<file path="src/rtl/core/usct_pkg.sv">
// Shared types, constants and arithmetic helpers for the UV sphere cell tessellator.
package usct_pkg;

    // Configuration register indexes
    localparam logic [1:0] REG_STACK_COUNT = 2'd0;
    localparam logic [1:0] REG_SLICE_COUNT = 2'd1;
    localparam logic [1:0] REG_RADIUS      = 2'd2;

    localparam int          CNT_W         = 9;
    localparam logic [8:0]  MAX_DIVISIONS = 9'd256;

    // Angle tags, one per division/rotation of an item
    localparam logic [1:0] TAG_PHI0 = 2'd0;
    localparam logic [1:0] TAG_PHI1 = 2'd1;
    localparam logic [1:0] TAG_TH0  = 2'd2;
    localparam logic [1:0] TAG_TH1  = 2'd3;

    // Divider: 44-bit dividend, four quotient bits per stage
    localparam int NUM_W      = 44;
    localparam int DIV_STEPS  = 4;
    localparam int DIV_STAGES = NUM_W / DIV_STEPS;

    // CORDIC
    localparam int                 CORDIC_STEPS = 16;
    localparam logic signed [32:0] CORDIC_GAIN  = 33'sd652032874;
    localparam logic [31:0] ATAN_TURN [CORDIC_STEPS] = '{
        32'h20000000, 32'h12E4051E, 32'h09FB385B, 32'h051111D4,
        32'h028B0D43, 32'h0145D7E1, 32'h00A2F61E, 32'h00517C55,
        32'h0028BE53, 32'h00145F2F, 32'h000A2F98, 32'h000517CC,
        32'h00028BE6, 32'h000145F3, 32'h0000A2FA, 32'h0000517D
    };

    localparam logic signed [63:0] ONE_Q30  = 64'sd1073741824;
    localparam logic signed [63:0] HALF_Q30 = 64'sd536870912;

    // Control that travels with each pipeline entry
    typedef struct packed {
        logic       vld;
        logic [1:0] tag;
        logic       err;
    } t_ctl;

    // Vertex order: bit 0 picks theta, bit 1 picks phi
    function automatic logic [1:0] corner_sel(input logic [2:0] k);
        logic [1:0] r;
        case (k)
            3'd0:    r = 2'd0;
            3'd1:    r = 2'd1;
            3'd2:    r = 2'd2;
            3'd3:    r = 2'd1;
            3'd4:    r = 2'd2;
            3'd5:    r = 2'd3;
            default: r = 2'd0;
        endcase
        return r;
    endfunction

    // Corner number within the triangle
    function automatic logic [1:0] corner_num(input logic [2:0] k);
        logic [1:0] r;
        case (k)
            3'd0, 3'd3: r = 2'd0;
            3'd1, 3'd4: r = 2'd1;
            3'd2, 3'd5: r = 2'd2;
            default:    r = 2'd0;
        endcase
        return r;
    endfunction

    // Clamp a wide value to [-1, 1] in Q2.30
    function automatic logic signed [31:0] clamp_unit(input logic signed [63:0] v);
        logic signed [63:0] r;
        if (v > ONE_Q30) begin
            r = ONE_Q30;
        end else if (v < -ONE_Q30) begin
            r = -ONE_Q30;
        end else begin
            r = v;
        end
        return r[31:0];
    endfunction

    // Q2.30 product, rounded half up, clamped
    function automatic logic signed [31:0] mul_q30(input logic signed [31:0] a,
                                                   input logic signed [31:0] b);
        logic signed [63:0] m;
        logic signed [63:0] p;
        m = a * b;
        p = m + HALF_Q30;
        return clamp_unit(p >>> 30);
    endfunction

    // radius (Q8.8) times unit component, rounded half up
    function automatic logic [16:0] pos_q88(input logic [15:0] rad,
                                            input logic signed [31:0] u);
        logic signed [48:0] m;
        logic signed [63:0] p;
        m = $signed({1'b0, rad}) * u;
        p = 64'(m) + HALF_Q30;
        p = p >>> 30;
        return p[16:0];
    endfunction

    // Q2.30 to Q2.14, rounded half up
    function automatic logic [15:0] nrm_q14(input logic signed [31:0] u);
        logic signed [32:0] p;
        p = 33'(u) + 33'sd32768;
        p = p >>> 16;
        return p[15:0];
    endfunction

endpackage

</file>
<file path="src/rtl/core/usct_cordic.sv">
// Sixteen-stage rotation-mode CORDIC over a quarter-turn phase.
module usct_cordic (
    input  logic               i_clk,
    input  logic               i_rst_n,
    input  usct_pkg::t_ctl     i_ctl,
    input  logic [31:0]        i_phase,
    output usct_pkg::t_ctl     o_ctl,
    output logic signed [32:0] o_x,
    output logic signed [32:0] o_y,
    output logic [1:0]         o_quad
);

    usct_pkg::t_ctl     r_ctl  [usct_pkg::CORDIC_STEPS];
    logic signed [32:0] r_x    [usct_pkg::CORDIC_STEPS];
    logic signed [32:0] r_y    [usct_pkg::CORDIC_STEPS];
    logic signed [32:0] r_z    [usct_pkg::CORDIC_STEPS];
    logic [1:0]         r_quad [usct_pkg::CORDIC_STEPS];

    usct_pkg::t_ctl     s_ctl  [usct_pkg::CORDIC_STEPS];
    logic signed [32:0] s_x    [usct_pkg::CORDIC_STEPS];
    logic signed [32:0] s_y    [usct_pkg::CORDIC_STEPS];
    logic signed [32:0] s_z    [usct_pkg::CORDIC_STEPS];
    logic [1:0]         s_quad [usct_pkg::CORDIC_STEPS];
    logic signed [32:0] n_x    [usct_pkg::CORDIC_STEPS];
    logic signed [32:0] n_y    [usct_pkg::CORDIC_STEPS];
    logic signed [32:0] n_z    [usct_pkg::CORDIC_STEPS];

    genvar s;
    generate
        for (s = 0; s < usct_pkg::CORDIC_STEPS; s++) begin : g_stage
            // stage source
            if (s == 0) begin : g_first
                assign s_ctl[s]  = i_ctl;
                assign s_x[s]    = usct_pkg::CORDIC_GAIN;
                assign s_y[s]    = '0;
                assign s_z[s]    = $signed({3'b000, i_phase[29:0]});
                assign s_quad[s] = i_phase[31:30];
            end else begin : g_next
                assign s_ctl[s]  = r_ctl[s-1];
                assign s_x[s]    = r_x[s-1];
                assign s_y[s]    = r_y[s-1];
                assign s_z[s]    = r_z[s-1];
                assign s_quad[s] = r_quad[s-1];
            end

            // one micro-rotation
            always_comb begin
                logic signed [32:0] xs;
                logic signed [32:0] ys;
                logic signed [32:0] at;
                xs = s_x[s] >>> s;
                ys = s_y[s] >>> s;
                at = $signed({1'b0, usct_pkg::ATAN_TURN[s]});
                if (!s_z[s][32]) begin
                    n_x[s] = s_x[s] - ys;
                    n_y[s] = s_y[s] + xs;
                    n_z[s] = s_z[s] - at;
                end else begin
                    n_x[s] = s_x[s] + ys;
                    n_y[s] = s_y[s] - xs;
                    n_z[s] = s_z[s] + at;
                end
            end

            always_ff @(posedge i_clk) begin
                if (!i_rst_n) begin
                    r_ctl[s] <= '0;
                end else begin
                    r_ctl[s] <= s_ctl[s];
                end
                r_x[s]    <= n_x[s];
                r_y[s]    <= n_y[s];
                r_z[s]    <= n_z[s];
                r_quad[s] <= s_quad[s];
            end
        end
    endgenerate

    assign o_ctl  = r_ctl[usct_pkg::CORDIC_STEPS-1];
    assign o_x    = r_x[usct_pkg::CORDIC_STEPS-1];
    assign o_y    = r_y[usct_pkg::CORDIC_STEPS-1];
    assign o_quad = r_quad[usct_pkg::CORDIC_STEPS-1];

endmodule

</file>
<file path="config.mk">
export PLATFORM = sky130hd
export DESIGN_NAME = usct_cordic
export DESIGN_NICKNAME = d
export VERILOG_FILES = /design/src/rtl/core/usct_pkg.sv /design/src/rtl/core/usct_cordic.sv
export SDC_FILE = /design/constraint.sdc
export NUM_CORES = 2
export LEC_CHECK = 0
export BUFFER_PORTS_ARGS = -buffer_cell sky130_fd_sc_hd__buf_2
export CORE_UTILIZATION = 35
export DETAILED_ROUTE_END_ITERATION = 16
export GPL_TIMING_DRIVEN = 0
export MAX_ROUTING_LAYER = met4
export PLACE_DENSITY = 0.52
export SYNTH_ARGS = -nofsm -noshare
export SYNTH_HDL_FRONTEND = slang
export SYNTH_SLANG_ARGS = --single-unit
</file>
<file path="constraint.sdc">
create_clock -name i_clk -period 6.3 [get_ports i_clk]
set_clock_uncertainty 0.15 [all_clocks]
set_input_delay 0 -clock i_clk [delete_from_list [all_inputs] [get_ports i_clk]]
set_output_delay 0 -clock i_clk [all_outputs]
set_load 0.005 [all_outputs]
</file>
# Word level (Yosys, flattened, before mapping)

Memory sizes are Yosys's and may differ from the RTL's.
Cells that the tools add are included.

Register bits after elaboration: 0
RAM bits: 1680
Bits of input ports: 38
Memories kept: 5

Add/subtract/negate cells: 91
Muxes and demuxes: 63
Bitwise gates (word level): 16

Memories:

| name   | words | bits a word | rd ports | clocked after memory_dff | write ports | line              | text |
|---|---|---|---|---|---|---|---|
| r_x    | 16    | 33          | 16       | 0                        | 16          | usct_cordic.sv:14 | `logic signed [32:0] r_x [usct_pkg::CORDIC_STEPS];` |
| r_y    | 16    | 33          | 16       | 0                        | 16          | usct_cordic.sv:15 | `logic signed [32:0] r_y [usct_pkg::CORDIC_STEPS];` |
| r_z    | 16    | 33          | 15       | 0                        | 16          | usct_cordic.sv:16 | `logic signed [32:0] r_z [usct_pkg::CORDIC_STEPS];` |
| r_ctl  | 16    | 4           | 16       | 0                        | 16          | usct_cordic.sv:13 | `usct_pkg::t_ctl r_ctl [usct_pkg::CORDIC_STEPS];` |
| r_quad | 16    | 2           | 16       | 0                        | 16          | usct_cordic.sv:17 | `logic [1:0] r_quad [usct_pkg::CORDIC_STEPS];` |

Operators by type and width:

| kind             | number |
|---|---|
| $mux W33         | 45 |
| $add A33 B18 Y33 | 2 |
| $add A33 B19 Y33 | 2 |
| $add A33 B20 Y33 | 2 |
| $add A33 B21 Y33 | 2 |
| $add A33 B22 Y33 | 2 |
| $add A33 B23 Y33 | 2 |
| $add A33 B24 Y33 | 2 |
| $add A33 B25 Y33 | 2 |
| $add A33 B26 Y33 | 2 |
| $add A33 B27 Y33 | 2 |
| $add A33 B28 Y33 | 2 |
| $add A33 B29 Y33 | 2 |
| $add A33 B30 Y33 | 2 |
| $add A33 B31 Y33 | 2 |
| $add A33 B32 Y33 | 2 |
| $sub A33 B18 Y33 | 2 |
| $sub A33 B19 Y33 | 2 |
| $sub A33 B20 Y33 | 2 |
| $sub A33 B21 Y33 | 2 |
| $sub A33 B22 Y33 | 2 |
| $sub A33 B23 Y33 | 2 |
| $sub A33 B24 Y33 | 2 |
| $sub A33 B25 Y33 | 2 |
| 41 further kinds | 79 |

# Logic depth before layout (Yosys ltp)

An unclocked memory read counts as a cell.

Depth in word-level cells: 3
Gate-level depth with buffers: 22
Depth with buffers taken out: 21

# Worst setup path before layout

No wires, ideal clock.

Kind: register to register
Start point: memory r_z[1][32], in the netlist r_z[0][65]
End point: memory r_z[2][31], in the netlist r_z[0][97]
Data arrival time: 4520 ps
Required time: 6078 ps
Path slack: 1558 ps
Cell stages (with the launch flop): 17
Buffers on the path: 4
Clock period less this slack: 4742 ps
Path through: dfxtp_1 -> clkbuf_1 -> clkbuf_1 -> clkbuf_1 -> buf_1 -> inv_1 -> ha_1 -> o21ai_0 -> o21bai_1 -> a2111o_1 -> a41o_1 -> a31oi_1 -> o31ai_1 -> a21oi_1 -> o21ai_1 -> a21oi_1 -> xnor2_1

RTL lines:

| item            | line |
|---|---|
| start, declared | usct_cordic.sv:16 |

==> flow_summary.ini <==
[placed_design]
detailed_place_hpwl_um = 237000
pre_cts_slack_ns = -0.455
place_inst = 16400
gp_congestion = 0.923
portBuffers = 108

[setup_path]
cp_slowest_stage_delay_ns = 0.66
slowest_stage = dfxtp_1
cp_max_fo = 11
endpoint_kind = register
cp-start-kind = register
cp_data_arrival_time_ns = 6.61
worstSetupPathType = reg2reg
cp.required_ns = 6.90
path_cells = clkbuf_2, clkbuf_2, buf_1, mux2i_2, ha_1, nor2b_1, o21ai_1, o22ai_1, o31ai_2, o31ai_1, o41ai_2, o31ai_1, a211o_1, a21oi_1, xnor2_1

[sta]
hold_violations = 0
fin_hold_ws_ns = 0.0601
post-route-period-util_pct = 95.3
post-route-min-period_ns = 6.00
finalSetupViolations = 0
max_slew_margin_pct = 13.0
max_freq_mhz = 167
tightest_slew_ns = 1.30
rsz0062_at_grt = false
setup_slack_ns = 0.296
drv_slew = 0

[floorplan]
die-height_um = 553
start_util_pct = 35.3
die_area_um2 = 306000
row_count = 201
die_x_um = 553
io_pins = 110
core-area_um2 = 301000

[logic_synthesis]
async_reset_ff_share_pct = 0
yosys_warnings = 0
synth_seq_cells = 1479
yosysSeqAreaShare_pct = 27.9
synth_mux_area_share_pct = 1.11
synth.avg_cell_area_um2 = 8.59
synth_top_family_by_area = compound AO/OA/AOI/OAI gates
yosys.area_share.adder_pct = 16.4
synthCells = 12400
synth_edf_count = 0
synth_area_um2 = 106000
synthesis.nets = 13800
synth-main-ff-cell = dfxtp_1
synthSimpleGateAreaFrac_pct = 14.2
synth_compound_area_share_pct = 23.1
synthDistinctLibCells = 103
synthXorXnorAreaFrac_pct = 14.2

[global_routing]
grt_max_degree = 28
grt_usage_pct = 19.1
antenna_found_initial = 4
grt_first_pass_wirelength_um = 465000
grt_pass1_vias = 84500
grt-ovfl-total = 0

[finish]
finalNetCount = 14200
drive_gt1_share_pct = 5.35
nFillCells = 30900
syn2layout_area_growth_pct = 11.9
seq_area_um2 = 29600
instances_no_fill = 16900
post-route-util_pct = 39.5
multi_input_area_um2 = 73300

[drt]
drt_wl_total_um = 292000
dr.pass1.iters = 5
vias_per_cell = 5.20
postRouteAntennaNets = 0
via_count = 87600
wire_per_inst_um = 17.3
drc = 0
drt_iter0_drc = 5244

[worst_hold_path]
worstHoldPathType = in2reg

[clock_network]
h-tree-depth = 4
root_buffer = clkbuf_16
clk_latency_ns = 0.88
cts_buffers = 185
cts.path.max_buffers = 4
cts_tree = done
clkTransAtPathRegs_ns = 0.06
cts_sinks = 1479

[job]
max_cap_violations = 0

[run_status]
status = completed
## flip-flops by register name (all words and copies together) (netlist names)
register  cells
r_y         463
r_x         461
r_z         459
r_ctl        64
r_quad       32
## repair_timing
action / in CTS / in global routing
endpoints found under the setup margin: 17 / 36
hold buffers: 77 / 0
gates cloned: 3 / 1
resized for setup: 11 / 9
buffers inserted: 4 / 0
hold endpoints to repair: 96 / 0
pin swaps: 0 / 0
## through the flow
step	TNS (ns)	area [µm²]
2_1_floorplan	0	106000
3_3_place_gp	-3.22	112000
3_5_place_dp	-2.54	112000
4_1_cts	0	119000
5_1_grt	0	119000
6_report	0	119000
## path summary, 6_finish.rpt
kind / from / to / slack (ns) / cells past startpoint
max: r_z[1][98]$_DFF_P_ / r_y[5][64]$_DFF_P_ / 0.30 / 15
min: i_rst_n / r_ctl[0][31]$_SDFF_PN0_ / 0.06 / 3
max reg2reg: r_z[1][98]$_DFF_P_ / r_y[5][64]$_DFF_P_ / 0.30 / 15
min reg2reg: r_quad[0][13]$_DFF_P_ / r_quad[0][15]$_DFF_P_ / 0.16 / 0
## synth_stat cells, types with 34 or more instances
master | instances | area, µm²
buf_4 | 73 | 548
dfxtp_1 | 1479 | 29600
buf_1 | 37 | 139
fa_1 | 39 | 781
nor4_1 | 79 | 494
and2_1 | 135 | 845
nand4_1 | 92 | 576
nand2_1 | 590 | 2210
clkbuf_1 | 195 | 732
o211ai_1 | 64 | 480
o31ai_1 | 62 | 465
mux2i_1 | 59 | 591
mux2_2 | 52 | 586
inv_1 | 492 | 1850
nand2b_1 | 217 | 1360
o21ai_0 | 550 | 2750
a31oi_1 | 145 | 907
a21o_1 | 678 | 5090
o21bai_1 | 189 | 1420
and3_1 | 122 | 763
o21a_1 | 160 | 1200
nor3_1 | 296 | 1480
nand3_1 | 191 | 956
a211oi_1 | 114 | 856
xnor2_1 | 1130 | 9900
nor2_1 | 911 | 3420
nor2b_1 | 198 | 1240
xor2_1 | 592 | 5180
o31a_1 | 34 | 298
a21oi_1 | 1391 | 6960
or3_1 | 46 | 288
ha_1 | 1327 | 16600
## layer usage
layer | share of wire, % | GRT usage [%] | wire length (µm) | vias up
li1 | - | - | - | 45400
met5 | 0 | - | 0 | -
met1 | 48 | 25.0 | 141000 | 40300
met4 | 3.0 | 5.67 | 8900 | 0
met3 | 4.1 | 2.12 | 11900 | 408
met2 | 45 | 30.9 | 131000 | 1567
## logic make-up (layout without fill, tap and decap cells)
| group | count (synthesis) | in the layout |
|---|---|---|
| AOI/OAI and AO/OA | 3833 | 3833 |
| adders and majority gates | 1366 | 1366 |
| DFF | 1479 | 1479 |
| other | 0 | 2 |
| muxes | 111 | 111 |
| and+or+nand+nor | 3055 | 3055 |
| buffers and inverters | 803 | 1326 |
| xor gates and xnor gates | 1722 | 1722 |
## worst max-delay path, delay by kind of cell, from the launching register on
kind	cells	cell delay, ns
DFF	1	0.66
buffers and inverters	3	1.50
xor gates and xnor gates	1	0.16
AOI/OAI and AO/OA	8	2.45
adders and majority gates	1	0.31
muxes	1	0.49
and+or+nand+nor	1	0.13
## area by class of cell
type,count,share of cell area (%)
Tap cell,3958,4.17
Buffer,308,1.21
Timing Repair inverter,4,0.0168
Multi-Input combinational cell,10100,61.7
Clock buffer,257,4.50
Clock inverter,74,0.805
Antenna cell,2,0.00421
Sequential cell,1479,24.9
Timing Repair Buffer,189,1.14
Inverter,494,1.57
## cells in the final DEF, fill, tap and decap left out, types with 39 or more instances in the layout
| cell type | count |
|---|---|
| nand3_1 | 191 |
| buf_4 | 76 |
| mux2i_1 | 58 |
| o21a_1 | 160 |
| nor2_1 | 911 |
| buf_2 | 113 |
| a211oi_1 | 114 |
| o21bai_1 | 189 |
| and3_1 | 122 |
| dlygate4sd3_1 | 77 |
| fa_1 | 39 |
| o31ai_1 | 62 |
| o211ai_1 | 64 |
| nand2_1 | 590 |
| a31oi_1 | 145 |
| clkbuf_8 | 39 |
| ha_1 | 1327 |
| nor3_1 | 296 |
| nand4_1 | 92 |
| nor4_1 | 79 |
| nand2b_1 | 217 |
| o21ai_0 | 550 |
| a21o_1 | 678 |
| a21oi_1 | 1391 |
| dfxtp_1 | 1473 |
| inv_1 | 488 |
| and2_1 | 135 |
| xor2_1 | 592 |
| xnor2_1 | 1130 |
| clkbuf_16 | 188 |
| or3_1 | 46 |
| clkbuf_1 | 219 |
| mux2_2 | 52 |
| nor2b_1 | 198 |
Power is left out: the tool's default activity adds up to more than one toggle a clock period on the data nets, which glitch-free logic cannot reach.
