### config.mk
export PLATFORM = sky130hd
export DESIGN_NAME = usct_div
export DESIGN_NICKNAME = d
export VERILOG_FILES = /design/src/rtl/core/usct_pkg.sv /design/src/rtl/core/usct_div.sv
export SDC_FILE = /design/constraint.sdc
export NUM_CORES = 1
export LEC_CHECK = 0
export BUFFER_PORTS_ARGS = -buffer_cell sky130_fd_sc_hd__buf_2
export CAP_MARGIN = 20
export CORE_AREA = 2 2 249 226
export CTS_BUF_LIST = sky130_fd_sc_hd__clkbuf_8
export CTS_CLUSTER_SIZE = 25
export DETAILED_ROUTE_END_ITERATION = 10
export DIE_AREA = 0 0 251 228
export PLACE_DENSITY = 0.79
export SYNTH_ARGS = -nofsm -noshare
export SYNTH_HDL_FRONTEND = slang
export SYNTH_SLANG_ARGS = --single-unit
### constraint.sdc
create_clock -name i_clk -period 8.3 [get_ports i_clk]
set_input_delay 1.66 -clock i_clk [delete_from_list [all_inputs] [get_ports i_clk]]
set_output_delay 1.66 -clock i_clk [all_outputs]
set_load 0.1 [all_outputs]
### src/rtl/core/usct_pkg.sv
// Shared types, constants and arithmetic helpers for the UV sphere cell tessellator.
package usct_pkg;

    // Configuration register indexes
    localparam logic [1:0] REG_STACK_COUNT = 2'd0;
    localparam logic [1:0] REG_SLICE_COUNT = 2'd1;
    localparam logic [1:0] REG_RADIUS      = 2'd2;

    localparam int          CNT_W         = 9;
    localparam logic [8:0]  MAX_DIVISIONS = 9'd256;

    // Angle tags, one per division/rotation of an item
    localparam logic [1:0] TAG_PHI0 = 2'd0;
    localparam logic [1:0] TAG_PHI1 = 2'd1;
    localparam logic [1:0] TAG_TH0  = 2'd2;
    localparam logic [1:0] TAG_TH1  = 2'd3;

    // Divider: 44-bit dividend, four quotient bits per stage
    localparam int NUM_W      = 44;
    localparam int DIV_STEPS  = 4;
    localparam int DIV_STAGES = NUM_W / DIV_STEPS;

    // CORDIC
    localparam int                 CORDIC_STEPS = 16;
    localparam logic signed [32:0] CORDIC_GAIN  = 33'sd652032874;
    localparam logic [31:0] ATAN_TURN [CORDIC_STEPS] = '{
        32'h20000000, 32'h12E4051E, 32'h09FB385B, 32'h051111D4,
        32'h028B0D43, 32'h0145D7E1, 32'h00A2F61E, 32'h00517C55,
        32'h0028BE53, 32'h00145F2F, 32'h000A2F98, 32'h000517CC,
        32'h00028BE6, 32'h000145F3, 32'h0000A2FA, 32'h0000517D
    };

    localparam logic signed [63:0] ONE_Q30  = 64'sd1073741824;
    localparam logic signed [63:0] HALF_Q30 = 64'sd536870912;

    // Control that travels with each pipeline entry
    typedef struct packed {
        logic       vld;
        logic [1:0] tag;
        logic       err;
    } t_ctl;

    // Vertex order: bit 0 picks theta, bit 1 picks phi
    function automatic logic [1:0] corner_sel(input logic [2:0] k);
        logic [1:0] r;
        case (k)
            3'd0:    r = 2'd0;
            3'd1:    r = 2'd1;
            3'd2:    r = 2'd2;
            3'd3:    r = 2'd1;
            3'd4:    r = 2'd2;
            3'd5:    r = 2'd3;
            default: r = 2'd0;
        endcase
        return r;
    endfunction

    // Corner number within the triangle
    function automatic logic [1:0] corner_num(input logic [2:0] k);
        logic [1:0] r;
        case (k)
            3'd0, 3'd3: r = 2'd0;
            3'd1, 3'd4: r = 2'd1;
            3'd2, 3'd5: r = 2'd2;
            default:    r = 2'd0;
        endcase
        return r;
    endfunction

    // Clamp a wide value to [-1, 1] in Q2.30
    function automatic logic signed [31:0] clamp_unit(input logic signed [63:0] v);
        logic signed [63:0] r;
        if (v > ONE_Q30) begin
            r = ONE_Q30;
        end else if (v < -ONE_Q30) begin
            r = -ONE_Q30;
        end else begin
            r = v;
        end
        return r[31:0];
    endfunction

    // Q2.30 product, rounded half up, clamped
    function automatic logic signed [31:0] mul_q30(input logic signed [31:0] a,
                                                   input logic signed [31:0] b);
        logic signed [63:0] m;
        logic signed [63:0] p;
        m = a * b;
        p = m + HALF_Q30;
        return clamp_unit(p >>> 30);
    endfunction

    // radius (Q8.8) times unit component, rounded half up
    function automatic logic [16:0] pos_q88(input logic [15:0] rad,
                                            input logic signed [31:0] u);
        logic signed [48:0] m;
        logic signed [63:0] p;
        m = $signed({1'b0, rad}) * u;
        p = 64'(m) + HALF_Q30;
        p = p >>> 30;
        return p[16:0];
    endfunction

    // Q2.30 to Q2.14, rounded half up
    function automatic logic [15:0] nrm_q14(input logic signed [31:0] u);
        logic signed [32:0] p;
        p = 33'(u) + 33'sd32768;
        p = p >>> 16;
        return p[15:0];
    endfunction

endpackage

### src/rtl/core/usct_div.sv
// Pipelined restoring divider producing the 32-bit angle phase.
module usct_div (
    input  logic                            i_clk,
    input  logic                            i_rst_n,
    input  usct_pkg::t_ctl                  i_ctl,
    input  logic [usct_pkg::NUM_W-1:0]      i_num,
    input  logic [usct_pkg::CNT_W-1:0]      i_den,
    output usct_pkg::t_ctl                  o_ctl,
    output logic [31:0]                     o_quo
);

    usct_pkg::t_ctl                 r_ctl [usct_pkg::DIV_STAGES];
    logic [usct_pkg::CNT_W-1:0]     r_rem [usct_pkg::DIV_STAGES];
    logic [usct_pkg::NUM_W-1:0]     r_num [usct_pkg::DIV_STAGES];
    logic [usct_pkg::CNT_W-1:0]     r_den [usct_pkg::DIV_STAGES];

    usct_pkg::t_ctl                 s_ctl [usct_pkg::DIV_STAGES];
    logic [usct_pkg::CNT_W-1:0]     s_rem [usct_pkg::DIV_STAGES];
    logic [usct_pkg::NUM_W-1:0]     s_num [usct_pkg::DIV_STAGES];
    logic [usct_pkg::CNT_W-1:0]     s_den [usct_pkg::DIV_STAGES];
    logic [usct_pkg::CNT_W-1:0]     n_rem [usct_pkg::DIV_STAGES];
    logic [usct_pkg::NUM_W-1:0]     n_num [usct_pkg::DIV_STAGES];

    genvar s;
    generate
        for (s = 0; s < usct_pkg::DIV_STAGES; s++) begin : g_stage
            // stage source
            if (s == 0) begin : g_first
                assign s_ctl[s] = i_ctl;
                assign s_rem[s] = '0;
                assign s_num[s] = i_num;
                assign s_den[s] = i_den;
            end else begin : g_next
                assign s_ctl[s] = r_ctl[s-1];
                assign s_rem[s] = r_rem[s-1];
                assign s_num[s] = r_num[s-1];
                assign s_den[s] = r_den[s-1];
            end

            // four shift/compare/subtract steps
            always_comb begin
                logic [usct_pkg::CNT_W:0]   rem2;
                logic [usct_pkg::CNT_W-1:0] rem;
                logic [usct_pkg::NUM_W-1:0] num;
                rem = s_rem[s];
                num = s_num[s];
                for (int i = 0; i < usct_pkg::DIV_STEPS; i++) begin
                    rem2 = {rem, num[usct_pkg::NUM_W-1]};
                    num  = num << 1;
                    if (rem2 >= {1'b0, s_den[s]}) begin
                        rem2   = rem2 - {1'b0, s_den[s]};
                        num[0] = 1'b1;
                    end
                    rem = rem2[usct_pkg::CNT_W-1:0];
                end
                n_rem[s] = rem;
                n_num[s] = num;
            end

            always_ff @(posedge i_clk) begin
                if (!i_rst_n) begin
                    r_ctl[s] <= '0;
                end else begin
                    r_ctl[s] <= s_ctl[s];
                end
                r_rem[s] <= n_rem[s];
                r_num[s] <= n_num[s];
                r_den[s] <= s_den[s];
            end
        end
    endgenerate

    assign o_ctl = r_ctl[usct_pkg::DIV_STAGES-1];
    assign o_quo = r_num[usct_pkg::DIV_STAGES-1][31:0];

endmodule

Word-level counts from Yosys, hierarchy flattened

Memory sizes are Yosys's and may differ from the RTL's.
Cells that the tools add are included.

Latch bits: 0
ROM bits: 0
Output and inout port bits: 36
Register bits after elaboration: 0
RAM bits: 726
Input port bits: 59
Memories: 4
Word-level logic and storage cells: 204

Memory list:

| name  | depth | bits a word | rd ports | clocked after memory_dff | wr ports | RTL line       | text |
|---|---|---|---|---|---|---|---|
| r_num | 11    | 44          | 11       | 0                        | 11       | usct_div.sv:14 | `logic [usct_pkg::NUM_W-1:0] r_num [usct_pkg::DIV_STAGES];` |
| r_den | 11    | 9           | 10       | 0                        | 11       | usct_div.sv:15 | `logic [usct_pkg::CNT_W-1:0] r_den [usct_pkg::DIV_STAGES];` |
| r_rem | 11    | 9           | 10       | 0                        | 11       | usct_div.sv:13 | `logic [usct_pkg::CNT_W-1:0] r_rem [usct_pkg::DIV_STAGES];` |
| r_ctl | 11    | 4           | 11       | 0                        | 11       | usct_div.sv:12 | `usct_pkg::t_ctl r_ctl [usct_pkg::DIV_STAGES];` |

Magnitude comparators: 44
Add/sub/neg operators: 44
Equality and inequality tests: 0
Div/mod/pow operators: 0
Bitwise gates (word level): 11
Shift operators: 0
Muxes and demuxes: 101
$mul: 0
Reduce and logical (&&, ||, !) cells: 0

Operators with widths:

| operator      | count |
|---|---|
| $ge A10 B9 Y1 | 43 |
| $mux W9       | 44 |
| $sub A9 B9 Y9 | 43 |
| $mux W1       | 46 |
| $mux W4       | 11 |
| $or A1 B1 Y1  | 11 |
| $ge A1 B9 Y1  | 1 |
| $sub A1 B9 Y9 | 1 |

Logic depth before layout (Yosys ltp)

Gate-level depths: netlist (run 1).
An unclocked memory read counts as a cell.

Word-level depth: 9
Depth in mapped cells: 41
Depth with buffers taken out: 39

Least setup slack after synthesis (run 1)

Ideal clock, no wire load.

Path type: input -> register
Start point: in i_den[4] (netlist name)
End point: mem r_rem[0][1] (netlist name)
Data required time: 8.179 ns
Setup time: 0.121 ns
Setup slack: -0.244 ns
Arrival: 8.423 ns
Cell stages on the path: 30
Buffers on the path: 2
Path through: or4_1 -> a2111oi_4 -> a21oi_1 -> fa_1 -> a21oi_1 -> nor2b_1 -> o31a_1 -> o211a_1 -> nor2_1 -> clkbuf_1 -> o21ai_0 -> fa_1 -> a21o_1 -> a21oi_1 -> o21ai_0 -> a21oi_1 -> o21ai_0 -> a31oi_1 -> buf_2 -> mux2_2 -> ha_1 -> a21o_1 -> a21oi_1 -> nor2_1 -> nor2_1 -> nand2_1 -> o21bai_1 -> a21oi_1 -> o211ai_2 -> mux2_2

RTL lines:

| what            | RTL line       | text |
|---|---|---|
| start, declared | usct_div.sv:7  | `input logic [usct_pkg::CNT_W-1:0] i_den,` |
| end, declared   | usct_div.sv:13 |  |

==> results of run 1 <==
-- Yosys cell counts (11+ instances only) --
cell type,count,area [um^2]
sky130_fd_sc_hd__ha_1,389,4870
sky130_fd_sc_hd__o21bai_1,28,210
sky130_fd_sc_hd__fa_1,42,841
sky130_fd_sc_hd__clkbuf_1,19,71.3
sky130_fd_sc_hd__mux2i_1,36,360
sky130_fd_sc_hd__nand2_1,153,574
sky130_fd_sc_hd__a21oi_1,213,1070
sky130_fd_sc_hd__nor2b_1,80,500
sky130_fd_sc_hd__nand4_1,62,388
sky130_fd_sc_hd__nor2_1,185,694
sky130_fd_sc_hd__o21a_1,42,315
sky130_fd_sc_hd__a31oi_1,28,175
sky130_fd_sc_hd__nor3_1,59,295
sky130_fd_sc_hd__or2_2,22,138
sky130_fd_sc_hd__o31a_1,11,96.3
sky130_fd_sc_hd__nand2b_1,36,225
sky130_fd_sc_hd__a211oi_1,25,188
sky130_fd_sc_hd__a21boi_0,17,128
sky130_fd_sc_hd__xor2_1,88,771
sky130_fd_sc_hd__and2_1,55,344
sky130_fd_sc_hd__mux2_2,197,2220
sky130_fd_sc_hd__inv_1,269,1010
sky130_fd_sc_hd__a21o_1,86,646
sky130_fd_sc_hd__nand3_1,28,140
sky130_fd_sc_hd__o31ai_1,21,158
sky130_fd_sc_hd__o21ai_0,192,961
sky130_fd_sc_hd__or3_1,19,119
sky130_fd_sc_hd__o211ai_1,11,82.6
sky130_fd_sc_hd__xnor2_1,152,1330
sky130_fd_sc_hd__dfxtp_1,588,11800
-- routing by layer --
layer / track usage, % / part of all wire, % / wire (um) / vias to the layer above
met4: 7.46 / 2.5 / 1750 / 0
met1: 32.8 / 47 / 33300 / 11300
met3: 3.97 / 4.4 / 3120 / 130
met2: 39.2 / 46 / 32100 / 582
li1: - / - / - / 12300
met5: 0 / 0 / 0 / -
-- final cells by class --
type	instances	area (um^2)
Multi-Input combinational cell	2397	19400
Clock buffer	113	1560
Tap cell	714	893
Timing Repair inverter	1	5.00
Timing Repair Buffer	265	1770
Sequential cell	588	11800
Fill cell	4211	18100
Clock inverter	49	462
Antenna cell	1	2.50
Inverter	274	1040
-- metrics by stage --
step	instance area (um^2)	hold WS, ps	util, %	setup WS [ps]
final	36900	309	67.1	324
after global placement	34200	310	62.3	-342
after floorplan	31900	310	-	19.8
after CTS	36300	314	66.0	0.336
after detailed placement	34200	312	62.3	-403
after global routing	36900	318	67.1	-92.5
-- state kept, by name, indices dropped and copies added (netlist names) --
name and cells:
r_num 364, r_rem 90, r_ctl 44, r_den 90
-- worst register-to-register path: cells and delay by family, from the launching register on --
family	cells	cell delay (ps)
simple gates	11	1770
fa+ha+maj	5	1790
compound gates	12	2580
mux	3	920
flops	1	390
buf+inv	3	370
-- kinds of logic after synthesis --
family / after synthesis / synth area share [%]
multiplexers: 239 / 8.34
adder cells (fa/ha/maj): 431 / 17.9
XOR/XNOR: 240 / 6.58
buffers and inverters: 302 / 3.58
AND/OR/NAND/NOR: 741 / 11.8
AO/OA/AOI/OAI: 743 / 15.0
flip-flops: 588 / 36.9
-- repair_timing --
action,4_1_cts,5_1_grt
buffers inserted,4,25
endpoints found under the setup margin,35,97
cloned,0,5
resized for setup,8,101
pin swaps,2,19
-- worst min path at each step --
stage | end | cells past startpoint | from | slack, ps
final | r_num[10][7] | 0 | r_num[9][3] | 310
after global routing | r_num[1][31] | 0 | r_num[0][27] | 320
after global placement | r_num[7][35] | 0 | r_num[6][31] | 310
after detailed placement | r_num[1][25] | 0 | r_num[0][21] | 310
after floorplan | r_num[10][10] | 0 | r_num[9][6] | 310
after CTS | r_num[4][27] | 0 | r_num[3][23] | 310
-- cell usage in the layout (no fill, tap or decap), types with 28 or more instances in the layout --
cell type	instances
sky130_fd_sc_hd__mux2_2	197
sky130_fd_sc_hd__o21a_1	42
sky130_fd_sc_hd__buf_4	168
sky130_fd_sc_hd__nand2_1	151
sky130_fd_sc_hd__buf_2	95
sky130_fd_sc_hd__xor2_1	88
sky130_fd_sc_hd__a21o_1	86
sky130_fd_sc_hd__nor2_1	181
sky130_fd_sc_hd__ha_1	387
sky130_fd_sc_hd__clkbuf_8	113
sky130_fd_sc_hd__nand2b_1	36
sky130_fd_sc_hd__o21ai_0	170
sky130_fd_sc_hd__nor2b_1	79
sky130_fd_sc_hd__and2_1	51
sky130_fd_sc_hd__inv_1	284
sky130_fd_sc_hd__mux2i_1	33
sky130_fd_sc_hd__o21bai_1	28
sky130_fd_sc_hd__fa_1	40
sky130_fd_sc_hd__nand3_1	28
sky130_fd_sc_hd__xnor2_1	152
sky130_fd_sc_hd__dfxtp_1	581
sky130_fd_sc_hd__a21oi_1	199
sky130_fd_sc_hd__nor3_1	59
sky130_fd_sc_hd__nand4_1	62
==> reports/summary.log, run 1 <==
[sta] portion of the clock cycle consumed by the worst path in the final layout 96.1%
[floorplanning] Die W 251 um
[clocking] clock insertion delay at the later pin of the skew report 700 ps
[synth] mean instance size in the synthesized netlist 9.72 um^2
[sta] Relative slew margins 60.4%
[route] Initial DRT Pass Iterations 7
[synth] Netlist cell types 79
[sta] number of pins exceeding their max-slew limit in the final report 0
[global_routing] vias in the first global route 23500
[clocking] clock-pin slew on the worst setup and hold paths 70 ps
[final_layout] share of cells above drive strength 1 20.0%
[route] detailed-route via count 24300
[synth] summed instance area of the synthesized netlist 0.0319 mm^2
[route] DRT antenna net count 0
[synth] number of flip-flops and latches in the synthesized netlist 588
[global_routing] maximum number of pins on one net before global-route repair 45
[sta] setup-violating endpoint count in the final report 0
[route] number of DRC markers in iteration 0 1664
[clocking] CTS hold repair buffers 0
[critical_path] endpoint kind of the worst setup timing path flip-flop
[critical_path] capture point of the worst reg-to-reg path r_rem[8][4]
[route] Wirelength per Cell 16.0 um
[global_routing] total global routing overflow 0
[route] DRC Markers 0
[floorplanning] num ports 95
[sta] post-route clock skew 43.7 ps
[clocking] clock sinks 588
[synth] cell count after synthesis 3284
[place] number of placed cells counting well taps 4205
[critical_path] source of the worst register-to-register timing path r_den[7][0]
[critical_path] crit path kind reg -> reg
[critical_path] worst reg2reg setup slack 320 ps
[final_layout] Total Nets Final 4108
[place] post-detail-place hpwl 53400 um
[global_routing] antenna violations before repair 1
[clocking] TritonCTS clock tree yes
[run] Max Cap Violations 0
[sta] Max Clock Freq 125 MHz
[route] post-detailed-route via-to-cell ratio 5.52
[synth] most common flop cell mapped by yosys sky130_fd_sc_hd__dfxtp_1
[synth] share of the yosys chip area belonging to registers 36.9%
[synth] number of enable-type register cells in the synthesized netlist 0
[synth] Synth Warn # 0
[min_path] min-delay worst type reg -> reg
[critical_path] Startpoint Class flip-flop
[critical_path] critical path's largest stage delay 460 ps
[place] number of port buffers 94
[floorplanning] core outline area 0.0550 mm^2
[global_routing] global-route wire length before repair 114000 um
[critical_path] capturing instance or port of the critical path r_rem[8][4]
[clocking] Bufs on Longest Clock Path 3
[sta] setup tns final 0 ps
[critical_path] critical path data required time 8870 ps
[clocking] H-tree lvl count 3
[floorplanning] die outline area 0.0572 mm^2
[final_layout] area added between synthesis and finish 15.6%
[synth] fraction of synthesis flops using an asynchronous set or reset pin 0%
[critical_path] number of cells on the critical path 34
[route] total length of routed wires 70300 um
[global_routing] GRT Overall Usage 24.1%
[clocking] clock root cell sky130_fd_sc_hd__clkbuf_8
[floorplanning] initial standard-cell utilization of the core 58.1%
[critical_path] worst reg-to-reg path cell count 34
[critical_path] number of buffer and inverter stages on the critical path 3
[clocking] number of buffers added by the clock tree synthesis step 91
[floorplanning] Core Rows 82
[final_layout] final non-filler cell total 4402
[critical_path] critical path's top delay family compound AO/OA/AOI/OAI gates
[critical_path] start point of the critical path r_den[7][0]
[synth] net count after synthesis 3774
[place] global placement routability congestion 0.919
[outcome] run status finished clean
[critical_path] CP Max Fanout 10
[critical_path] Worst EP arrival 8540 ps
[floorplanning] Die H 228 um
[critical_path] library cell contributing the largest single delay on the critical path sky130_fd_sc_hd__fa_1
[sta] final hold violation count 0
[sta] slew at the pin closest to its max-slew limit 592 ps
[sta] final critical path time including I/O delays and setup 7980 ps
Power of run 1 is left out: the tool's default activity adds up to more than one toggle a clock period on the data nets, which glitch-free logic cannot reach.
==> inputs of run 2 (changes only) <==
--- a/config.mk
+++ b/config.mk
@@ -13,5 +13,5 @@
 export DETAILED_ROUTE_END_ITERATION = 10
 export DIE_AREA = 0 0 251 228
-export PLACE_DENSITY = 0.79
+export PLACE_DENSITY = 0.82
 export SYNTH_ARGS = -nofsm -noshare
 export SYNTH_HDL_FRONTEND = slang
==> constraint.sdc (replaced) <==
create_clock -name i_clk -period 8.3 [get_ports i_clk]
set_input_delay 0 -clock i_clk [delete_from_list [all_inputs] [get_ports i_clk]]
set_output_delay 0 -clock i_clk [all_outputs]
set_load 0.1 [all_outputs]
==> run 2 against run 1 <==
First-iteration DRC count grew 5.8%. Clock skew grew 16 ps. Wire length grew 4.6%. Worst setup slack lost 32 ps.
==> reports/summary.log, run 2 (same netlist as run 1, synthesis figures left out) <==
[critical_path] crit path kind reg -> reg [unchanged]
[final_layout] share of cells above drive strength 1 18.3% [was 20.0%]
[clocking] number of buffers added by the clock tree synthesis step 90 [was 91]
[clocking] clock root cell sky130_fd_sc_hd__clkbuf_8 [unchanged]
[global_routing] global-route wire length before repair 118000 um [was 114000 um]
[sta] setup-violating endpoint count in the final report 0 [unchanged]
[floorplanning] num ports 95 [unchanged]
[final_layout] utilization after layout 68.2% [was 67.1%]
[global_routing] GRT Overall Usage 24.9% [was 24.1%]
[final_layout] Total Nets Final 4166 [was 4108]
[global_routing] total global routing overflow 0 [unchanged]
[final_layout] area added between synthesis and finish 17.5% [was 15.6%]
[final_layout] leading registers by flop count r_num: 364 flops, r_den: 90 flops, r_rem: 90 flops [unchanged]
[critical_path] capture point of the worst reg-to-reg path r_rem[1][1] [was r_rem[8][4]]
[floorplanning] Core Rows 82 [unchanged]
[place] post-detail-place hpwl 51900 um [was 53400 um]
[critical_path] Startpoint Class flip-flop [unchanged]
[clocking] H-tree lvl count 3 [unchanged]
[route] DRC Markers 0 [unchanged]
[place] number of port buffers 94 [unchanged]
[route] Wirelength per Cell 16.5 um [was 16.0 um]
[critical_path] cell mode on critical path sky130_fd_sc_hd__ha_1
[min_path] min-delay worst type in -> reg [was reg -> reg]
[floorplanning] initial standard-cell utilization of the core 58.1% [unchanged]
[min_path] worst hold path cell count 2 [was 0]
[critical_path] CP Max Fanout 9 [was 10]
[min_path] launch point of the worst hold path i_num[12] [was r_num[9][3]]
[critical_path] source of the worst register-to-register timing path r_num[0][43] [was r_den[7][0]]
[final_layout] register name with the most flops r_num [unchanged]
[global_routing] maximum number of pins on one net before global-route repair 45 [unchanged]
[global_routing] antenna violations before repair 1 [unchanged]
[critical_path] library cell contributing the largest single delay on the critical path sky130_fd_sc_hd__fa_2 [was sky130_fd_sc_hd__fa_1]
[route] Initial DRT Pass Iterations 5 [was 7]
[final_layout] highest-count cells in the layout ignoring fill and taps 579 x sky130_fd_sc_hd__dfxtp_1, 389 x sky130_fd_sc_hd__ha_1, 281 x sky130_fd_sc_hd__inv_1 [was 581 x sky130_fd_sc_hd__dfxtp_1, 387 x sky130_fd_sc_hd__ha_1, 284 x sky130_fd_sc_hd__inv_1]
[critical_path] worst reg2reg setup slack 290 ps [was 320 ps]
[floorplanning] Die H 228 um [unchanged]
[sta] Max Clock Freq 125 MHz [about the same]
[final_layout] Largest register FFs 364 [unchanged]
[critical_path] critical path's largest stage delay 400 ps [was 460 ps]
[sta] post-route clock skew 59.5 ps [was 43.7 ps]
[outcome] run status finished clean [unchanged]
[floorplanning] die outline area 0.0572 mm^2 [unchanged]
[critical_path] Worst EP arrival 8620 ps [was 8540 ps]
[sta] final hold violation count 0 [unchanged]
[route] DRT antenna net count 0 [unchanged]
[global_routing] vias in the first global route 24400 [was 23500]
[floorplanning] Die W 251 um [unchanged]
[critical_path] endpoint kind of the worst setup timing path flip-flop [unchanged]
[route] detailed-route via count 24900 [was 24300]
[clocking] clock-pin slew on the worst setup and hold paths 70 ps [about the same]
[critical_path] worst reg-to-reg path cell count 36 [was 34]
[route] post-detailed-route via-to-cell ratio 5.60 [was 5.52]
[route] number of DRC markers in iteration 0 1761 [was 1664]
[run] Max Cap Violations 0 [unchanged]
[critical_path] critical path data required time 8920 ps [was 8870 ps]
[sta] number of pins exceeding their max-slew limit in the final report 0 [unchanged]
[sta] slew at the pin closest to its max-slew limit 587 ps [was 592 ps]
[clocking] Bufs on Longest Clock Path 3 [unchanged]
[final_layout] most common cell after layout, fill and taps aside sky130_fd_sc_hd__dfxtp_1 [unchanged]
[sta] Relative slew margins 60.7% [was 60.4%]
[clocking] clock insertion delay at the later pin of the skew report 720 ps [was 700 ps]
[place] global placement routability congestion 0.925 [was 0.919]
[clocking] clock sinks 588 [unchanged]
[min_path] Hold Path End r_num[0][16] [was r_num[10][7]]
[sta] final critical path time including I/O delays and setup 8010 ps [was 7980 ps]
[route] total length of routed wires 73500 um [was 70300 um]
[clocking] TritonCTS clock tree yes [unchanged]
[sta] portion of the clock cycle consumed by the worst path in the final layout 96.5% [was 96.1%]
[floorplanning] core outline area 0.0550 mm^2 [unchanged]
-- run 2: worst max path at each step --
stage	start	to	slack [ps]	cells after the start
after floorplan	r_den[4][1]	r_rem[5][1]	40	35
after global placement	r_den[7][0]	r_rem[8][7]	-350	34
after detailed placement	r_den[7][0]	r_rem[8][8]	-410	34
after CTS	r_den[6][1]	r_rem[7][5]	10	33
after global routing	r_den[2][4]	r_rem[3][5]	-160	34
final	r_num[0][43]	r_rem[1][1]	290	36
-- run 2: timing repair --
item,in CTS,in global routing
resized for setup,8,98
endpoints found under the hold margin,96,0
setup buffers,7,20
hold buffers,108,0
setup endpoints to repair,38,89
gates cloned,0,2
pin swaps,3,13
-- run 2: metrics by stage --
| stage | cell area [um^2] | cells | setup slack [ps] | TNS (ps) | hold WS [ps] |
|---|---|---|---|---|---|
| after detailed placement | 33900 | 4161 | -413 | -4680 | 104 |
| after global routing | 37500 | 4451 | -164 | -1910 | 9.52 |
| after global placement | 33900 | 4161 | -353 | -2920 | 102 |
| after CTS | 37100 | 4428 | 11.6 | 0 | 10.9 |
| after floorplan | 31900 | 3284 | 41.0 | 0 | 27.7 |
| final | 37500 | 4451 | 292 | 0 | 42.4 |
-- run 2: area by class of cell --
cell class / instances / area [um^2]
Clock buffer: 109 / 1500
Fill cell: 4050 / 17500
Timing Repair Buffer: 326 / 2540
Sequential cell: 588 / 11800
Antenna cell: 1 / 2.50
Inverter: 274 / 1040
Clock inverter: 43 / 443
Timing Repair inverter: 2 / 15.0
Tap cell: 714 / 893
Multi-Input combinational cell: 2394 / 19300
-- run 2: per-layer routing --
layer,GRT usage (%),routed length [um],up-vias
li1,-,-,12400
met1,32.1,32700,11600
met4,10.3,2700,0
met5,0,0,-
met2,41.5,34400,718
met3,4.05,3780,211
-- run 2: worst max-delay path: cells and delay by family, from the launching register on --
family,cells,cell delay (ps)
compound gates,16,3070
simple gates,5,740
buf+inv,6,880
mux,4,1310
flops,1,310
fa+ha+maj,5,1610
Power of run 2 is left out for the same reason.
==> inputs of run 3 (changes only) <==
- CORE_AREA: 2 2 249 226 -> 2 2 247 224
- DIE_AREA: 0 0 251 228 -> 0 0 249 226
- PLACE_DENSITY: 0.82 -> 0.8
- SKIP_LAST_GASP: default -> 1
- clock period: 8.3 -> 8.7 ns (I/O delays scaled with it)
==> run 3 against run 2 <==
Via count is 0.84% lower. Die area is 1.7% lower. Global-route usage is 0.49 points higher. Core utilization is 1.1 points higher. Clock skew is 17 ps lower. Sequential share of layout area is 0.14 points higher.
==> reports/summary.log, run 3 (same netlist as run 1, synthesis figures left out) <==
[min_path] worst hold path cell count 2 [unchanged]
[sta] Max Clock Freq 120 MHz [was 125 MHz]
[route] DRC Markers 0 [unchanged]
[run] Max Cap Violations 0 [unchanged]
[route] post-detailed-route via-to-cell ratio 5.58 [was 5.60]
[route] met3 WL post-DR 3840 um [was 3780 um]
[floorplanning] initial standard-cell utilization of the core 59.3% [was 58.1%]
[route] DRT antenna net count 0 [unchanged]
[final_layout] # fillers 3953 [was 4050]
[critical_path] Worst EP arrival 8920 ps [was 8620 ps]
[final_layout] Seq. cell area 0.0118 mm^2 [about the same]
[final_layout] utilization after layout 69.3% [was 68.2%]
[sta] final critical path time including I/O delays and setup 8320 ps [was 8010 ps]
[clocking] Bufs on Longest Clock Path 3 [unchanged]
[sta] number of pins exceeding their max-slew limit in the final report 0 [unchanged]
[final_layout] Largest register FFs 364 [unchanged]
[clocking] H-tree lvl count 3 [unchanged]
[clocking] number of buffers added by the clock tree synthesis step 92 [was 90]
[floorplanning] Core Rows 81 [was 82]
[clocking] clock insertion delay at the later pin of the skew report 710 ps [was 720 ps]
[global_routing] antenna violations before repair 4 [was 1]
[critical_path] source of the worst register-to-register timing path r_den[0][0] [was r_num[0][43]]
[route] total length of routed wires 72500 um [was 73500 um]
[critical_path] Startpoint Class flip-flop [unchanged]
[final_layout] most common cell after layout, fill and taps aside sky130_fd_sc_hd__dfxtp_1 [unchanged]
[place] number of placed cells counting well taps 4126 [was 4161]
[final_layout] total area of multi-input combinational cells 0.0192 mm^2 [was 0.0193 mm^2]
[global_routing] vias in the first global route 24400 [about the same]
[floorplanning] core outline area 0.0538 mm^2 [was 0.0550 mm^2]
[place] global placement routability congestion 0.931 [was 0.925]
[outcome] run status finished clean [unchanged]
[route] detailed-route via count 24700 [was 24900]
[sta] setup-violating endpoint count in the final report 0 [unchanged]
[clocking] TritonCTS clock tree yes [unchanged]
[critical_path] library cell contributing the largest single delay on the critical path sky130_fd_sc_hd__fa_1 [was sky130_fd_sc_hd__fa_2]
[floorplanning] die outline area 0.0563 mm^2 [was 0.0572 mm^2]
[final_layout] area added between synthesis and finish 16.9% [was 17.5%]
[critical_path] critical path data required time 9300 ps [was 8920 ps]
[sta] Relative slew margins 58.1% [was 60.7%]
[route] number of DRC markers in iteration 0 1744 [was 1761]
[final_layout] register name with the most flops r_num [unchanged]
[critical_path] worst reg2reg setup slack 380 ps [was 290 ps]
[critical_path] capture point of the worst reg-to-reg path r_rem[1][5] [was r_rem[1][1]]
[critical_path] cell mode on critical path sky130_fd_sc_hd__a21oi_1 [was sky130_fd_sc_hd__ha_1]
[critical_path] endpoint kind of the worst setup timing path flip-flop [unchanged]
[global_routing] total global routing overflow 0 [unchanged]
[floorplanning] Die H 226 um [was 228 um]
[final_layout] leading registers by flop count r_num: 364 flops, r_den: 90 flops, r_rem: 90 flops [unchanged]
[final_layout] Total Nets Final 4137 [was 4166]
[critical_path] worst reg-to-reg path cell count 35 [was 36]
[critical_path] crit path kind reg -> reg [unchanged]
[final_layout] design area 0.0373 mm^2 [was 0.0375 mm^2]
[global_routing] GRT Overall Usage 25.4% [was 24.9%]
[route] total routed wire length on the met1 layer 32700 um [about the same]
[min_path] Hold Path End r_num[0][14] [was r_num[0][16]]
[sta] post-route clock skew 42.2 ps [was 59.5 ps]
[sta] portion of the clock cycle consumed by the worst path in the final layout 95.7% [was 96.5%]
[route] Wirelength per Cell 16.4 um [was 16.5 um]
[final_layout] final non-filler cell total 4431 [was 4451]
[route] met2 wire length 33700 um [was 34400 um]
[clocking] clock root cell sky130_fd_sc_hd__clkbuf_8 [unchanged]
[sta] setup tns final 0 ps [unchanged]
[clocking] clock sinks 588 [unchanged]
[final_layout] highest-count cells in the layout ignoring fill and taps 586 x sky130_fd_sc_hd__dfxtp_1, 389 x sky130_fd_sc_hd__ha_1, 291 x sky130_fd_sc_hd__inv_1 [was 579 x sky130_fd_sc_hd__dfxtp_1, 389 x sky130_fd_sc_hd__ha_1, 281 x sky130_fd_sc_hd__inv_1]
[place] post-detail-place hpwl 51600 um [was 51900 um]
[sta] slew at the pin closest to its max-slew limit 622 ps [was 587 ps]
[route] highest layer used for signal routing met4 [unchanged]
[sta] final hold violation count 0 [unchanged]
[place] number of port buffers 94 [unchanged]
[clocking] clock-pin slew on the worst setup and hold paths 70 ps [about the same]
[min_path] launch point of the worst hold path i_num[10] [was i_num[12]]
[floorplanning] num ports 95 [unchanged]
[final_layout] share of cells above drive strength 1 16.9% [was 18.3%]
[place] placed standard-cell area 0.0337 mm^2 [was 0.0339 mm^2]
[floorplanning] Die W 249 um [was 251 um]
[global_routing] maximum number of pins on one net before global-route repair 45 [unchanged]
[critical_path] critical path's largest stage delay 470 ps [was 400 ps]
[critical_path] CP Max Fanout 9 [unchanged]
[global_routing] global-route wire length before repair 118000 um [about the same]
[min_path] min-delay worst type in -> reg [unchanged]
[route] Initial DRT Pass Iterations 6 [was 5]
-- run 3: changes by cell type in the layout (fill, tap and decap cells not counted), sizes merged --
| cell | delta |
|---|---|
| clkinvlp | -2 |
| clkinv | +8 |
| dlygate4sd3 | -1 |
| diode | +1 |
| buf | -28 |
| clkbuf | -3 |
| bufinv | +5 |
| inv | +9 |
-- run 3: stage by stage --
step / setup slack [ps] / hold slack [ps]
finish: 377 / 62.0
global route: -41.8 / 27.7
CTS: 38.7 / 0.883
detailed placement: 31.5 / 104
global placement: 125 / 102
floorplan: 167 / 27.7
-- run 3: worst max-delay path by stage --
stage | endpoint | slack, ps | depth (start not counted) | from
3_3_place_gp | r_rem[7][6] | 120 | 32 | r_den[6][1]
5_1_grt | r_rem[6][4] | -40 | 34 | r_den[5][4]
3_5_place_dp | r_rem[7][6] | 30 | 32 | r_den[6][1]
6_report | r_rem[1][5] | 380 | 35 | r_den[0][0]
2_1_floorplan | r_rem[5][1] | 170 | 35 | r_den[4][1]
4_1_cts | r_rem[3][7] | 40 | 33 | r_den[2][1]
-- run 3: what timing repair did --
item                                    in CTS  in global routing
hold buffers                               107                  0
buffers inserted                             0                 25
pin swaps                                    0                  8
gates resized for setup                      1                 58
endpoints found under the setup margin       8                 88
endpoints found under the hold margin       96                  0
-- run 3: area by class of cell --
cell class / count / share of cell area [%]
Clock inverter: 65 / 1.81
Clock buffer: 106 / 3.91
Antenna cell: 2 / 0.0134
Multi-Input combinational cell: 2394 / 51.4
Sequential cell: 588 / 31.6
Tap cell: 705 / 2.36
Timing Repair Buffer: 297 / 6.16
Inverter: 274 / 2.78
-- run 3: routing by layer --
layer / track usage, % / vias to the layer above
met2: 43.0 / 702
met1: 32.4 / 11500
li1: - / 12400
met4: 9.36 / 0
met5: 0 / -
met3: 4.59 / 164
-- run 3: worst max-delay path: cells and delay by family, from the launching register on --
family	cells	cell delay, ps
compound gates	17	3320
fa+ha+maj	5	1820
buf+inv	3	500
flops	1	430
mux	3	1100
simple gates	7	1060
Power of run 3 is left out for the same reason.
